File: src/hw/rtl/dcp_pkg.sv
// ----------------------------------------------------------------------------
// dcp_pkg: shared types and constants for the depth-to-color projection core
// Holds the payload structs, the register map, the configuration bundle and
// the datapath widths shared by the front, queue and back modules.
// ----------------------------------------------------------------------------
package dcp_pkg;

  // Depth frame size and coefficient format.
  localparam int unsigned DepthWidth   = 512;
  localparam int unsigned DepthHeight  = 424;
  localparam int unsigned CoefFracBits = 16;

  // Invalid depth codes.
  localparam logic [15:0] DEPTH_NONE = 16'h0000;
  localparam logic [15:0] DEPTH_SAT  = 16'hFFFF;

  // Register map.
  localparam logic [2:0] REG_M00_M01 = 3'd0;
  localparam logic [2:0] REG_M02_M10 = 3'd1;
  localparam logic [2:0] REG_M11_M12 = 3'd2;
  localparam logic [2:0] REG_M20_M21 = 3'd3;
  localparam logic [2:0] REG_M22_T0  = 3'd4;
  localparam logic [2:0] REG_T1_T2   = 3'd5;
  localparam logic [2:0] REG_WIDTH   = 3'd6;
  localparam logic [2:0] REG_HEIGHT  = 3'd7;

  localparam logic [12:0] WIDTH_RESET  = 13'd1920;
  localparam logic [12:0] HEIGHT_RESET = 13'd1080;

  // Width of the projected numerators d*(M*uv)+T.
  localparam int unsigned NumW = 60;
  // Width of a magnitude or of a positive denominator.
  localparam int unsigned MagW = NumW - 1;
  // Quotient bits kept; a quotient at or above 2**QuotW is off frame.
  localparam int unsigned QuotW = 12;

  typedef struct packed {
    logic [15:0] depth_mm;
    logic [8:0]  pixel_col;
    logic [8:0]  pixel_row;
  } in_t;

  typedef struct packed {
    logic [11:0] color_x;
    logic [11:0] color_y;
    logic        hit;
  } out_t;

  typedef struct packed {
    logic [5:0][63:0] coef;
    logic [12:0]      width;
    logic [12:0]      height;
  } cfg_t;

  // One entry of the queue between front and back.
  typedef struct packed {
    logic                   ok;
    logic signed [NumW-1:0] nx;
    logic signed [NumW-1:0] ny;
    logic signed [NumW-1:0] nz;
  } proj_t;

endpackage

File: src/hw/rtl/dcp_cfg.sv
// ----------------------------------------------------------------------------
// dcp_cfg: configuration register file
// Write-only registers for the coefficients and the color frame size.
// ----------------------------------------------------------------------------
module dcp_cfg (
  input  logic          clk_i,
  input  logic          rst_ni,
  input  logic          cfg_we_i,
  input  logic [2:0]    cfg_idx_i,
  input  logic [63:0]   cfg_data_i,
  output dcp_pkg::cfg_t cfg_o
);

  dcp_pkg::cfg_t cfg_d, cfg_q;

  // Decode the register index.
  always_comb begin
    cfg_d = cfg_q;
    if (cfg_we_i) begin
      case (cfg_idx_i)
        dcp_pkg::REG_M00_M01: cfg_d.coef[0] = cfg_data_i;
        dcp_pkg::REG_M02_M10: cfg_d.coef[1] = cfg_data_i;
        dcp_pkg::REG_M11_M12: cfg_d.coef[2] = cfg_data_i;
        dcp_pkg::REG_M20_M21: cfg_d.coef[3] = cfg_data_i;
        dcp_pkg::REG_M22_T0:  cfg_d.coef[4] = cfg_data_i;
        dcp_pkg::REG_T1_T2:   cfg_d.coef[5] = cfg_data_i;
        dcp_pkg::REG_WIDTH:   cfg_d.width  = cfg_data_i[12:0];
        dcp_pkg::REG_HEIGHT:  cfg_d.height = cfg_data_i[12:0];
        default: ;
      endcase
    end
  end

  always_ff @(posedge clk_i or negedge rst_ni) begin
    if (!rst_ni) begin
      cfg_q.coef   <= '0;
      cfg_q.width  <= dcp_pkg::WIDTH_RESET;
      cfg_q.height <= dcp_pkg::HEIGHT_RESET;
    end else begin
      cfg_q <= cfg_d;
    end
  end

  assign cfg_o = cfg_q;

endmodule

File: config.mk
export PLATFORM = sky130hd
export DESIGN_NAME = dcp_cfg
export DESIGN_NICKNAME = d
export VERILOG_FILES = /design/src/hw/rtl/dcp_pkg.sv /design/src/hw/rtl/dcp_cfg.sv
export SDC_FILE = /design/constraint.sdc
export NUM_CORES = 1
export LEC_CHECK = 0
export BUFFER_PORTS_ARGS = -buffer_cell sky130_fd_sc_hd__clkbuf_2
export CAP_MARGIN = 20
export CORE_AREA = 4 4 207 209
export CTS_CLUSTER_DIAMETER = 50
export DETAILED_ROUTE_END_ITERATION = 6
export DIE_AREA = 0 0 211 213
export PLACE_DENSITY = 0.66
export SYNTH_ARGS = -nofsm -noshare
export SYNTH_HDL_FRONTEND = slang
export SYNTH_SLANG_ARGS = --single-unit
File: constraint.sdc
create_clock -name clk_i -period 0.8 [get_ports clk_i]
set_input_delay 0.04 -clock clk_i [delete_from_list [all_inputs] [get_ports clk_i]]
set_output_delay 0.04 -clock clk_i [all_outputs]
set_load 0.01 [all_outputs]
==> results.cfg <==
[detailed_routing]
first_iter_violations = 544
routed_wirelength_mm = 50.9
drt_first_pass_iters = 4
ant_nets = 0
drc = 0
wl_per_cell_um = 22.6
viasPerCell = 4.80
route.vias.total = 10800

[pwr]
total_power_uw = 72600
p_leak_uw = 0.0124
internal-power_uw = 52400
power_frac_comb_pct = 30.1
share_seq_of_total_power_pct = 39.6
peakVddDrop_uv = 2090
pwr-share-clk_pct = 30.2
swShare_pct = 27.8
switching_power_uw = 20200
p_per_area_nw_per_um2 = 2870

[critical_path]
path_cells = buf_8
crit_fanout = 2
r2r_cells = 3
cpMaxStageDelayCell = dfstp_2
cp_top_family = flip-flops
r2r_start = cfg_o[62]
crit_path_start_kind = flip-flop
worstPathRequired_ns = 0.76
critPathKind = reg2out
ff2ff_setup_slack_ns = -0.22
critPathMaxStageDelay_ns = 0.56
critPathBufInv = 1
worstSetupPathDepth = 1
r2r_end = cfg_o[62]
end_kind = output pin
cp.arrival_ns = 1.23

[placement]
portBuffers = 479
globalplace.congestion = 0.787
hpwl_mm = 31.6
pre_cts_slack_ns = -0.651

[status]
outcome = finished with violations
failed_checks = hold timing, setup timing

[yosys]
synth.distinct_cells = 12
seq_area_frac_synth_pct = 63.3
syn_nets = 942
syn_inst = 872
synth_warnings = 0
synth_seq_cells = 410
synth_area_per_cell_um2 = 18.6
synth.cell_area_um2 = 16200

[sta]
period_needed_ns = 1.27
tightest_slew_ns = 0.317
hold_slack_ns = -0.0923
worst_slack_ns = -0.465
setup_viol = 623
final.period_utilization_pct = 158
rsz0062_at_grt = yes
max_freq_ghz = 0.790
slew_violations = 0
final_hold_viol_count = 13
fin_skew_ns = 0
relSlewSlack_pct = 78.7

[floorplanning]
ioPinCount = 480
initial_core_util_pct = 39.7
die_h_um = 213
die_w_um = 211
dieArea_um2 = 44900
rows = 74
core-area_um2 = 40800

[final_layout]
drive_above_1_share_pct = 72.3
largest_reg_flops = 410
fin_nets = 1758
final_util_pct = 61.9
antenna-diode-count = 0
syn_to_final_growth_pct = 55.6

[clocking]
ctsHoldBuffers = 65
root_buffer = clkbuf_16
cts_tree = done
clockBufferDepth = 3
cts.sinks = 410
cts_made_buffers = 46
clk_latency_ns = 0.55
clkTransAtPathRegs_ns = 0.06
htree_levels = 2

[grt]
grt_pass1_wl_mm = 69.9
grt_max_degree = 35
grtUsageTotal_pct = 19.8
antenna_found_initial = 0
grt-ovfl-total = 0
first_global_vias = 11700

[hold_path]
hp-class = in2async

[run]
cap_viol_max_count = 0
[what timing repair did]
item,CTS,global route
pin swaps,1,2
hold endpoints to repair,816,14
buffers inserted,129,107
cloned,1,11
endpoints found under the setup margin,469,636
resized for setup,58,468
[Yosys cell counts]
master	instances	area [µm²]
buf_12	18	360
dfstp_2	8	210
mux2_2	230	2590
buf_4	13	97.6
nand4_1	1	6.26
buf_6	9	101
nand4b_1	3	26.3
mux2_4	180	2700
and4bb_1	3	37.5
nor4b_2	1	15.0
dfrtp_1	402	10100
buf_2	4	20.0
[cells by family (layout without fill, tap and decap cells)]
group,after synthesis,count (layout),synth area share (%)
buffers and inverters,44,895,3.57
and+or+nand+nor,8,8,0.524
DFF,410,410,63.3
muxes,410,410,32.6
[stage by stage]
step	cell area [µm²]	std cells	TNS (ns)
after global routing	25300	2255	-169.79
after detailed placement	19800	1930	-216.37
after global placement	19800	1930	-199.92
after floorplan	16300	872	-75.43
after CTS	23300	2198	-158.12
final	25300	2255	-149.28
[placed cells by master, fill, tap and decap left out, types with 3 or more instances in the layout]
master,n
buf_12,26
buf_6,270
buf_8,11
dlygate4sd3_1,65
clkbuf_16,59
buf_4,81
clkinvlp_4,3
and4bb_4,3
buf_2,12
mux2_2,187
dfstp_2,8
bufinv_16,4
clkbuf_1,7
clkbuf_8,18
mux2_4,223
clkbuf_2,324
buf_16,5
dfrtp_1,402
clkinv_2,7
nand4b_1,3
[cell type report]
| cell class | count | area (µm²) |
|---|---|---|
| timing repair buffer | 812 | 7160 |
| tap | 532 | 666 |
| clock inverter | 17 | 206 |
| multi-input combinational | 418 | 5560 |
| clock buffer | 66 | 1390 |
| sequential | 410 | 10300 |
| fill | 2875 | 15600 |
[how the worst max path moves through the flow]
stage	from	to	slack, ns
after floorplan	cfg_idx_i[1]	cfg_o[26]	-0.26
after global placement	cfg_idx_i[1]	cfg_o[59]	-0.58
after detailed placement	cfg_idx_i[1]	cfg_o[67]	-0.65
after CTS	cfg_o[23]	cfg_o[23]	-0.52
after global routing	cfg_o[23]	cfg_o[23]	-0.50
final	cfg_o[23]	cfg_o[23]	-0.47
[routing by layer]
metal / vias to the layer above / global-route usage, % / share of wire [%] / wire, µm
met3: 97 / 5.61 / 6.9 / 3510
met2: 386 / 32.7 / 49 / 25000
li1: 4712 / - / - / -
met1: 5640 / 25.4 / 41 / 20800
met4: 0 / 6.73 / 3.0 / 1530
met5: - / 0 / 0 / 0
[power groups by stage]
stage	logic (µW)	clock network (µW)	registers, µW
final	21900	22000	28800
after global routing	23100	23200	29200
after CTS	18500	22300	28000
after detailed placement	15700	0	28300
after global placement	15400	0	28200
after floorplan	5610	0	30200
(Power assumes the default switching activity.)
